$ cat src/hdl/sha1_stream_hasher_defines.svh
// Assertion macros shared by the SHA-1 stream hasher RTL.
`ifndef SHA1_STREAM_HASHER_DEFINES_SVH
`define SHA1_STREAM_HASHER_DEFINES_SVH

// Check a property on every rising clock edge outside reset.
`define SHA1S_ASSERT(label, prop, msg) \
  label: assert property (@(posedge clk_i) disable iff (!rst_ni) prop) else $error(msg);

// Check that a condition never holds on a rising clock edge outside reset.
`define SHA1S_ASSERT_NEVER(label, cond, msg) \
  label: assert property (@(posedge clk_i) disable iff (!rst_ni) !(cond)) else $error(msg);

`endif

$ cat src/hdl/sha1s_pkg.sv
// Shared types and constants of the SHA-1 stream hasher.
package sha1s_pkg;

  typedef struct packed {
    logic [31:0] a;
    logic [31:0] b;
    logic [31:0] c;
    logic [31:0] d;
    logic [31:0] e;
  } sha1s_vars_t;

  localparam sha1s_vars_t HashInit = '{
    a: 32'h67452301,
    b: 32'hEFCDAB89,
    c: 32'h98BADCFE,
    d: 32'h10325476,
    e: 32'hC3D2E1F0
  };

  localparam logic [31:0] K0 = 32'h5A827999;
  localparam logic [31:0] K1 = 32'h6ED9EBA1;
  localparam logic [31:0] K2 = 32'h8F1BBCDC;
  localparam logic [31:0] K3 = 32'hCA62C1D6;

  localparam int unsigned RoundW = 7;
  localparam logic [RoundW-1:0] RoundSched = 7'd16;
  localparam logic [RoundW-1:0] Round20    = 7'd20;
  localparam logic [RoundW-1:0] Round40    = 7'd40;
  localparam logic [RoundW-1:0] Round60    = 7'd60;
  localparam logic [RoundW-1:0] RoundLast  = 7'd79;

  localparam logic [7:0] PadMark = 8'h80;

endpackage

$ cat src/hdl/sha1s_round.sv
// One SHA-1 round: message schedule expansion and the a..e update.
module sha1s_round
  import sha1s_pkg::*;
(
  input  sha1s_vars_t       vars_i,
  input  logic [RoundW-1:0] round_i,
  input  logic [31:0]       w_pair_i,   // W[t-3] ^ W[t-8]
  input  logic [31:0]       w_old_i,    // W[t-14]
  input  logic [31:0]       w_cur_i,    // W[t] as stored
  output sha1s_vars_t       vars_o,
  output logic [31:0]       w_o
);

  logic [31:0] w_mix;
  logic [31:0] f;
  logic [31:0] k;
  logic [31:0] tmp;

  assign w_mix = w_pair_i ^ w_old_i ^ w_cur_i;
  assign w_o   = (round_i < RoundSched) ? w_cur_i : {w_mix[30:0], w_mix[31]};

  always_comb begin
    if (round_i < Round20) begin
      f = (vars_i.b & vars_i.c) ^ (~vars_i.b & vars_i.d);
      k = K0;
    end else if (round_i < Round40) begin
      f = vars_i.b ^ vars_i.c ^ vars_i.d;
      k = K1;
    end else if (round_i < Round60) begin
      f = (vars_i.b & vars_i.c) | (vars_i.b & vars_i.d) | (vars_i.c & vars_i.d);
      k = K2;
    end else begin
      f = vars_i.b ^ vars_i.c ^ vars_i.d;
      k = K3;
    end
  end

  assign tmp = {vars_i.a[26:0], vars_i.a[31:27]} + f + vars_i.e + k + w_o;

  assign vars_o.a = tmp;
  assign vars_o.b = vars_i.a;
  assign vars_o.c = {vars_i.b[1:0], vars_i.b[31:2]};
  assign vars_o.d = vars_i.c;
  assign vars_o.e = vars_i.d;

endmodule

$ cat src/hdl/sha1_stream_hasher.sv
// Top level of the SHA-1 stream hasher: byte intake, padding, rounds, digest out.
//
//   channel | direction | beat payload                          | handshake
//   --------+-----------+---------------------------------------+-------------------------
//   in      | input     | data_byte_i, byte_valid_i, last_i     | in_valid_i / in_ready_o
//   out     | output    | digest_word_o, word_index_o, last_word_o | out_valid_o / out_ready_i
//
// Sequence: a byte that does not close a 64-byte block is only packed in. A full block
// then passes ST_LOAD (copy hash into a..e), 80 rounds in phases ST_RD and ST_EX (the
// schedule memory has two read ports and a round needs four schedule words), and ST_ADD
// (add into the hash). A last beat adds the padding bytes (9 to 72) plus one or two
// block compressions, then ST_DONE hands the digest to the output buffer.
// Reset: hash words return to the standard initial values, length and position clear.
// Stalls: the digest sits in its own buffer, so the next message streams in while
// the five words drain; only a second digest waits until the buffer is empty.
`include "sha1_stream_hasher_defines.svh"

module sha1_stream_hasher
  import sha1s_pkg::*;
(
  input  logic        clk_i,
  input  logic        rst_ni,
  input  logic        in_valid_i,
  output logic        in_ready_o,
  input  logic [7:0]  data_byte_i,
  input  logic        byte_valid_i,
  input  logic        last_i,
  output logic        out_valid_o,
  input  logic        out_ready_i,
  output logic [31:0] digest_word_o,
  output logic [2:0]  word_index_o,
  output logic        last_word_o
);

  // Sequencer states.
  localparam logic [2:0] ST_IDLE = 3'd0;  // take message bytes
  localparam logic [2:0] ST_PAD  = 3'd1;  // insert padding and length bytes
  localparam logic [2:0] ST_LOAD = 3'd2;  // copy hash into a..e
  localparam logic [2:0] ST_RD   = 3'd3;  // round phase 0: fetch W[t-14], W[t]
  localparam logic [2:0] ST_EX   = 3'd4;  // round phase 1: compute, write W[t]
  localparam logic [2:0] ST_ADD  = 3'd5;  // fold a..e into the hash
  localparam logic [2:0] ST_DONE = 3'd6;  // hand digest to the output buffer

  // Padding progress.
  localparam logic [1:0] PAD_NONE = 2'd0;
  localparam logic [1:0] PAD_MARK = 2'd1;
  localparam logic [1:0] PAD_ZERO = 2'd2;
  localparam logic [1:0] PAD_LEN  = 2'd3;

  localparam logic [5:0] PosLenStart = 6'd56;
  localparam logic [5:0] PosLast     = 6'd63;
  localparam logic [2:0] WordLast    = 3'd4;

  logic [2:0]        state_q, state_d;
  logic [1:0]        pad_q, pad_d;
  logic [RoundW-1:0] round_q, round_d;
  logic [5:0]        pos_q, pos_d;
  logic [63:0]       cnt_q, cnt_d;
  logic [23:0]       acc_q, acc_d;
  sha1s_vars_t       hash_q, hash_d;
  sha1s_vars_t       work_q, work_d;
  sha1s_vars_t       round_vars;
  sha1s_vars_t       digest_q;
  logic [31:0]       w_pair_q;
  logic [31:0]       w_next;

  logic              out_busy_q;
  logic [2:0]        out_idx_q;
  logic              digest_load;

  logic              put_en;
  logic [7:0]        put_byte;
  logic [2:0]        len_sel;
  logic [7:0]        len_byte;

  // Schedule memory: one write port, two registered read ports.
  logic [31:0]       sched_mem [16];
  logic              mem_we;
  logic [3:0]        mem_waddr;
  logic [31:0]       mem_wdata;
  logic [3:0]        raddr_a, raddr_b;
  logic [31:0]       rd_a_q, rd_b_q;

  always_ff @(posedge clk_i) begin
    if (mem_we) begin
      sched_mem[mem_waddr] <= mem_wdata;
    end
    rd_a_q <= sched_mem[raddr_a];
    rd_b_q <= sched_mem[raddr_b];
  end

  // Read addresses. Phase 0 of round t fetches W[t-14] and W[t]; the cycle before
  // it fetches W[t-3] and W[t-8]. The write of W[t] in phase 1 never hits an entry
  // fetched in the same cycle, so no forwarding is needed.
  always_comb begin
    unique case (state_q)
      ST_RD: begin
        raddr_a = round_q[3:0] + 4'd2;
        raddr_b = round_q[3:0];
      end
      ST_EX: begin
        raddr_a = round_q[3:0] - 4'd2;
        raddr_b = round_q[3:0] + 4'd9;
      end
      default: begin
        raddr_a = 4'd13;
        raddr_b = 4'd8;
      end
    endcase
  end

  sha1s_round u_round (
    .vars_i   (work_q),
    .round_i  (round_q),
    .w_pair_i (w_pair_q),
    .w_old_i  (rd_a_q),
    .w_cur_i  (rd_b_q),
    .vars_o   (round_vars),
    .w_o      (w_next)
  );

  // Length bytes go out most significant first at block positions 56..63.
  assign len_sel  = 3'd7 - pos_q[2:0];
  assign len_byte = cnt_q[{len_sel, 3'b000} +: 8];

  always_comb begin
    state_d     = state_q;
    pad_d       = pad_q;
    round_d     = round_q;
    cnt_d       = cnt_q;
    hash_d      = hash_q;
    work_d      = work_q;
    digest_load = 1'b0;
    put_en      = 1'b0;
    put_byte    = 8'h00;
    pos_d       = pos_q;
    acc_d       = acc_q;
    mem_we      = 1'b0;
    mem_waddr   = round_q[3:0];
    mem_wdata   = w_next;

    unique case (state_q)
      ST_IDLE: begin
        if (in_valid_i) begin
          put_en   = byte_valid_i;
          put_byte = data_byte_i;
          if (byte_valid_i) begin
            cnt_d = cnt_q + 64'd8;
          end
          if (last_i) begin
            pad_d = PAD_MARK;
          end
          if (byte_valid_i && pos_q == PosLast) begin
            state_d = ST_LOAD;
          end else if (last_i) begin
            state_d = ST_PAD;
          end
        end
      end
      ST_PAD: begin
        put_en = 1'b1;
        case (pad_q)
          PAD_MARK: begin
            put_byte = PadMark;
            pad_d    = PAD_ZERO;
          end
          PAD_ZERO: begin
            if (pos_q == PosLenStart) begin
              put_byte = len_byte;
              pad_d    = PAD_LEN;
            end
          end
          PAD_LEN: put_byte = len_byte;
          default: put_byte = 8'h00;
        endcase
        if (pos_q == PosLast) begin
          state_d = ST_LOAD;
        end
      end
      ST_LOAD: begin
        work_d  = hash_q;
        round_d = '0;
        state_d = ST_RD;
      end
      ST_RD: begin
        state_d = ST_EX;
      end
      ST_EX: begin
        work_d = round_vars;
        mem_we = (round_q >= RoundSched);
        if (round_q == RoundLast) begin
          state_d = ST_ADD;
        end else begin
          round_d = round_q + 7'd1;
          state_d = ST_RD;
        end
      end
      ST_ADD: begin
        hash_d.a = hash_q.a + work_q.a;
        hash_d.b = hash_q.b + work_q.b;
        hash_d.c = hash_q.c + work_q.c;
        hash_d.d = hash_q.d + work_q.d;
        hash_d.e = hash_q.e + work_q.e;
        if (pad_q == PAD_LEN) begin
          state_d = ST_DONE;
        end else if (pad_q != PAD_NONE) begin
          state_d = ST_PAD;
        end else begin
          state_d = ST_IDLE;
        end
      end
      ST_DONE: begin
        // Hold until the previous digest has drained, then restart the hash.
        if (!out_busy_q) begin
          digest_load = 1'b1;
          hash_d      = HashInit;
          cnt_d       = '0;
          pad_d       = PAD_NONE;
          state_d     = ST_IDLE;
        end
      end
      default: state_d = ST_IDLE;
    endcase

    // Pack bytes big-endian; the fourth byte of a word writes it to the schedule.
    if (put_en) begin
      acc_d = {acc_q[15:0], put_byte};
      pos_d = pos_q + 6'd1;
      if (pos_q[1:0] == 2'd3) begin
        mem_we    = 1'b1;
        mem_waddr = pos_q[5:2];
        mem_wdata = {acc_q, put_byte};
      end
    end
  end

  always_ff @(posedge clk_i or negedge rst_ni) begin
    if (!rst_ni) begin
      state_q <= ST_IDLE;
      pad_q   <= PAD_NONE;
      round_q <= '0;
      pos_q   <= '0;
      cnt_q   <= '0;
      hash_q  <= HashInit;
      work_q  <= '0;
    end else begin
      state_q <= state_d;
      pad_q   <= pad_d;
      round_q <= round_d;
      pos_q   <= pos_d;
      cnt_q   <= cnt_d;
      hash_q  <= hash_d;
      work_q  <= work_d;
    end
  end

  // Payload registers: byte accumulator and the W[t-3] ^ W[t-8] partial.
  always_ff @(posedge clk_i) begin
    acc_q <= acc_d;
    if (state_q == ST_RD) begin
      w_pair_q <= rd_a_q ^ rd_b_q;
    end
    if (digest_load) begin
      digest_q <= hash_q;
    end
  end

  // Digest buffer: drain five beats, h0 first.
  always_ff @(posedge clk_i or negedge rst_ni) begin
    if (!rst_ni) begin
      out_busy_q <= 1'b0;
      out_idx_q  <= '0;
    end else if (digest_load) begin
      out_busy_q <= 1'b1;
      out_idx_q  <= '0;
    end else if (out_busy_q && out_ready_i) begin
      if (out_idx_q == WordLast) begin
        out_busy_q <= 1'b0;
        out_idx_q  <= '0;
      end else begin
        out_idx_q <= out_idx_q + 3'd1;
      end
    end
  end

  always_comb begin
    case (out_idx_q)
      3'd0:    digest_word_o = digest_q.a;
      3'd1:    digest_word_o = digest_q.b;
      3'd2:    digest_word_o = digest_q.c;
      3'd3:    digest_word_o = digest_q.d;
      default: digest_word_o = digest_q.e;
    endcase
  end

  assign in_ready_o   = (state_q == ST_IDLE);
  assign out_valid_o  = out_busy_q;
  assign word_index_o = out_idx_q;
  assign last_word_o  = (out_idx_q == WordLast);

  // A block is only compressed when all 64 bytes are in.
  `SHA1S_ASSERT(a_full_block, (state_q == ST_ADD) |-> (pos_q == '0), "compress of partial block")
  // Rounds never run past the last one.
  `SHA1S_ASSERT_NEVER(a_round_range, (state_q == ST_EX) && (round_q > RoundLast), "round overrun")
  // A finished digest lands in the buffer and the block returns to intake.
  `SHA1S_ASSERT(a_digest_handoff, (state_q == ST_DONE && !out_busy_q) |=> (out_busy_q && out_idx_q == '0 && state_q == ST_IDLE), "digest handoff lost")
  // Intake never sees leftover padding state.
  `SHA1S_ASSERT(a_idle_clean, (state_q == ST_IDLE) |-> (pad_q == PAD_NONE), "padding left active at intake")

endmodule
$ cat config.mk
export PLATFORM = sky130hd
export DESIGN_NAME = sha1_stream_hasher
export DESIGN_NICKNAME = d
export VERILOG_FILES = /design/src/hdl/sha1s_pkg.sv /design/src/hdl/sha1s_round.sv /design/src/hdl/sha1_stream_hasher.sv
export VERILOG_INCLUDE_DIRS = /design/src /design/src/hdl
export SDC_FILE = /design/constraint.sdc
export NUM_CORES = 2
export LEC_CHECK = 0
export BUFFER_PORTS_ARGS = -buffer_cell sky130_fd_sc_hd__buf_2
export CORE_UTILIZATION = 45
export DETAILED_ROUTE_END_ITERATION = 6
export PLACE_DENSITY = 0.65
export SYNTH_ARGS = -nofsm -noshare
export SYNTH_HDL_FRONTEND = slang
export SYNTH_HIERARCHICAL = 1
export SYNTH_SLANG_ARGS = --single-unit
$ cat constraint.sdc
create_clock -name clk_i -period 13.9 [get_ports clk_i]
set_input_delay 1.39 -clock clk_i [delete_from_list [all_inputs] [get_ports clk_i]]
set_output_delay 1.39 -clock clk_i [all_outputs]
set_load 0.01 [all_outputs]
==> run_results.csv <==
group,metric,value,unit
worst_setup_path,cp_cell_sequence,"a41oi_4 -> and2_4 -> nor2_2 -> buf_4 -> a221oi_1 -> fa_1 -> inv_1 -> fa_1 -> ha_1 -> fa_1 -> a21oi_1 -> o21ai_0 -> o22ai_1 -> nor3_1 -> nor3_1 -> o21a_1 -> nor2_1 -> xor2_1 -> a22oi_1 -> nand2_1",
flow_run,max_cap_viol_count,0,
power,power.density,110,nW/µm²
synthesis,synth_top_cell_area_share,33.0,%
power,p_int,6030,µW
floorplanning,placement_rows,140,
synthesis,synthTopCellsByCount,"edfxtp_1, nand2_1, o21ai_0",
worst_setup_path,crit_path_end_kind,"flop",
synthesis,synth_edf_count,728,
sta,final_max_slew_viol_count,0,
worst_setup_path,startpoint_type,"flop",
worst_setup_path,critPathArrivalTime,6.85,ns
power,vdd_drop_max,117,µV
power,finalPower,7950,µW
floorplanning,ios,52,
synthesis,synth-async-reset-ratio,33.7,%
drt,vias,47300,
drt,drt_pass1_iterations,5,
worst_setup_path,cpMaxStageDelayCell,"dfrtp_1",
synthesis,yosys_warnings,6,
synthesis,synth_nets,6243,
synthesis,synth_area,66300,µm²
clock_network,cts_post_setup_buffers_inserted,0,
synthesis,synth-seq-cells,1195,
worst_setup_path,required,14.55,ns
drt,drtIter0Drc,5034,
worst_setup_path,path_common_cell,"fa_1",
floorplanning,die-area,149000,µm²
power,power.leakage,0.0289,µW
worst_setup_path,cp_max_fo,23,
drt,wire_per_inst,24.4,µm
power,p_sw,1920,µW
clock_network,clock-sinks,1195,
clock_network,htree_levels,3,
worst_setup_path,rrSetupSlack,7.70,ns
synthesis,syn_area_per_cell,11.2,µm²
placed_design,hpwlAfterDp,119000,µm
global_route,antenna_found_initial,1,
drt,postRouteAntennaNets,0,
clock_network,cts_root_buffer,"clkbuf_16",
sta,worst_slew_pin_slew,1.33,ns
clock_network,clk_latency,0.77,ns
power,combPwrFrac,8.2,%
sta,fin_skew,0.0783,ns
synthesis,synth_cell_type_count,109,
power,clockPowerShare,44.6,%
floorplanning,core_area,146000,µm²
sta,clock.fmax,161,MHz
clock_network,clk_pin_slew_worst_paths,0.06,ns
floorplanning,start_util,45.4,%
synthesis,synth.area.top_cells,"edfxtp_1, dfrtp_1, ha_1, fa_1, mux4_2",
synthesis,netlist_instances,5898,
sta,setup_viol,0,
sta,holdWs,0.449,ns
clock_network,ctsResizeCount,0,
drt,via_per_inst,6.14,
synthesis,yosysTopAreaCell,"edfxtp_1",
power,switching_share,24.2,%
placed_design,port_buffers,51,
worst_setup_path,critPathMaxStageDelay,0.53,ns
clock_network,cts_buffers,121,
sta,finalHoldViolCount,0,
clock_network,cts_tree,"built",
floorplanning,fp.dieW,386,µm
layout,synthToLayoutAreaGrowth,8.52,%
hold_path,hp-class,"reg2reg",
sta,rsz0062_at_grt,"no",
drt,drc,0,
synthesis,ys.flop_type,"edfxtp_1",
global_route,grt_max_degree,240,
layout,fill_cells,12800,
sta,max_slew_margin,11.1,%
global_route,grt_pass1_vias,45500,
worst_setup_path,r2r_cells,20,
synthesis,seq_area_frac_synth,50.3,%
hold_path,hold_depth,0,
layout,nets,6028,
global_route,overflow,0,
clock_network,ctsLongestPathBuffers,3,
sta,fin_tns_setup,0,ns
clock_network,hold_buffers,0,
global_route,grt_use_total,25.2,%
sta,period_needed,6.20,ns
global_route,grt_pass1_wl,285000,µm
status,status,"completed",
layout,drive_gt1_share,11.1,%
power,p_seq_share,47.2,%
placed_design,place_congestion,0.917,
worst_setup_path,worst-setup-path-type,"reg2reg",
synthesis,yosysMostFrequentCell,"edfxtp_1",
drt,wl,188000,µm
sta,fin_crit_sh,44.6,%
floorplanning,dieHeight,386,µm
-- final cells by class --
class                           instances  area (µm²)  area share, %
Antenna cell                            1        2.50        0.00348
Timing Repair Buffer                  125         896           1.25
Clock buffer                          162        3380           4.70
Clock inverter                         70         950           1.32
Tap cell                             1917        2400           3.33
Sequential cell                      1195       33300           46.3
Multi-Input combinational cell       3972       30000           41.7
Inverter                              268        1020           1.41
-- registers in the layout, indices dropped and copies added, names as in the netlist, 24 cells and up --
register	flops
hash_q	160
acc_q	24
work_q	160
digest_q	160
sched_mem	512
w_pair_q	32
cnt_q	61
rd_a_q	32
rd_b_q	32
-- cell usage in the layout, fill, tap and decap left out, types with 29 or more instances in the layout --
| master | instances |
|---|---|
| edfxtp_1 | 728 |
| nand2_1 | 534 |
| o21ai_0 | 421 |
| dfrtp_1 | 323 |
| a21oi_1 | 305 |
| nor2_1 | 274 |
| inv_1 | 263 |
| a211oi_1 | 246 |
| mux2i_1 | 243 |
| ha_1 | 205 |
| xor2_1 | 167 |
| xnor2_1 | 132 |
| fa_1 | 126 |
| a31oi_1 | 124 |
| clkbuf_16 | 122 |
| mux4_2 | 109 |
| a22oi_1 | 97 |
| nand3_1 | 92 |
| a21o_1 | 81 |
| dfstp_2 | 80 |
| and2_1 | 79 |
| nor2b_1 | 79 |
| o221ai_1 | 76 |
| o22ai_1 | 69 |
| buf_4 | 68 |
| dfxtp_1 | 64 |
| nor3_1 | 62 |
| buf_2 | 50 |
| mux2_2 | 34 |
| o21a_1 | 30 |
| or3_1 | 29 |
-- metrics by stage --
step / cell area, µm² / instances / utilization, % / setup slack [ns]
after floorplan: 66300 / 5898 / - / 7.35
after global placement: 67600 / 7477 / 46.3 / 7.80
after detailed placement: 67600 / 7477 / 46.3 / 7.74
after CTS: 72000 / 7709 / 49.3 / 7.71
after global routing: 72000 / 7709 / 49.3 / 7.27
final: 72000 / 7710 / 49.3 / 7.70
-- logic make-up after synthesis --
group / Yosys count / synth area share, %
AOI/OAI and AO/OA: 1624 / 15.8
and+or+nand+nor: 1328 / 9.31
DFF: 1195 / 50.3
buffers and inverters: 731 / 4.93
muxes: 386 / 7.95
adders and majority gates: 331 / 7.67
xor gates and xnor gates: 303 / 4.06
-- final timing paths --
check,end,start
max in group asynchronous,cnt_q[49],rst_ni
min in group asynchronous,hash_q[41],rst_ni
worst min register to register,acc_q[17],acc_q[9]
worst min-delay path,acc_q[17],acc_q[9]
worst max register to register,work_q[157],round_q[4]
worst max-delay path,work_q[157],round_q[4]
-- per-layer routing --
metal / routed length (µm) / up-vias / GRT usage [%]
met2: 87000 / 1903 / 39.6
met3: 13900 / 338 / 3.42
met4: 6220 / 0 / 8.14
met5: 0 / - / 0
li1: - / 21300 / -
met1: 81300 / 23800 / 36.0
-- worst max-delay path: cells and delay by family (launching register included) --
| kind | cells | cell delay [ns] |
|---|---|---|
| AO/OA/AOI/OAI | 7 | 2.19 |
| flip-flops | 1 | 0.53 |
| adder cells (fa/ha/maj) | 4 | 1.62 |
| XOR/XNOR | 1 | 0.14 |
| buffers and inverters | 2 | 0.34 |
| AND/OR/NAND/NOR | 6 | 1.22 |
-- power by group through the flow --
stage          logic, µW  clock network (µW)  registers [µW]
6_report             652                3540            3760
5_1_grt              694                3730            3750
4_1_cts              655                3590            3750
3_5_place_dp         652                   0            3830
3_3_place_gp         647                   0            3830
2_1_floorplan        318                   0            3820
Note: power is estimated with default switching activity, not from simulation.
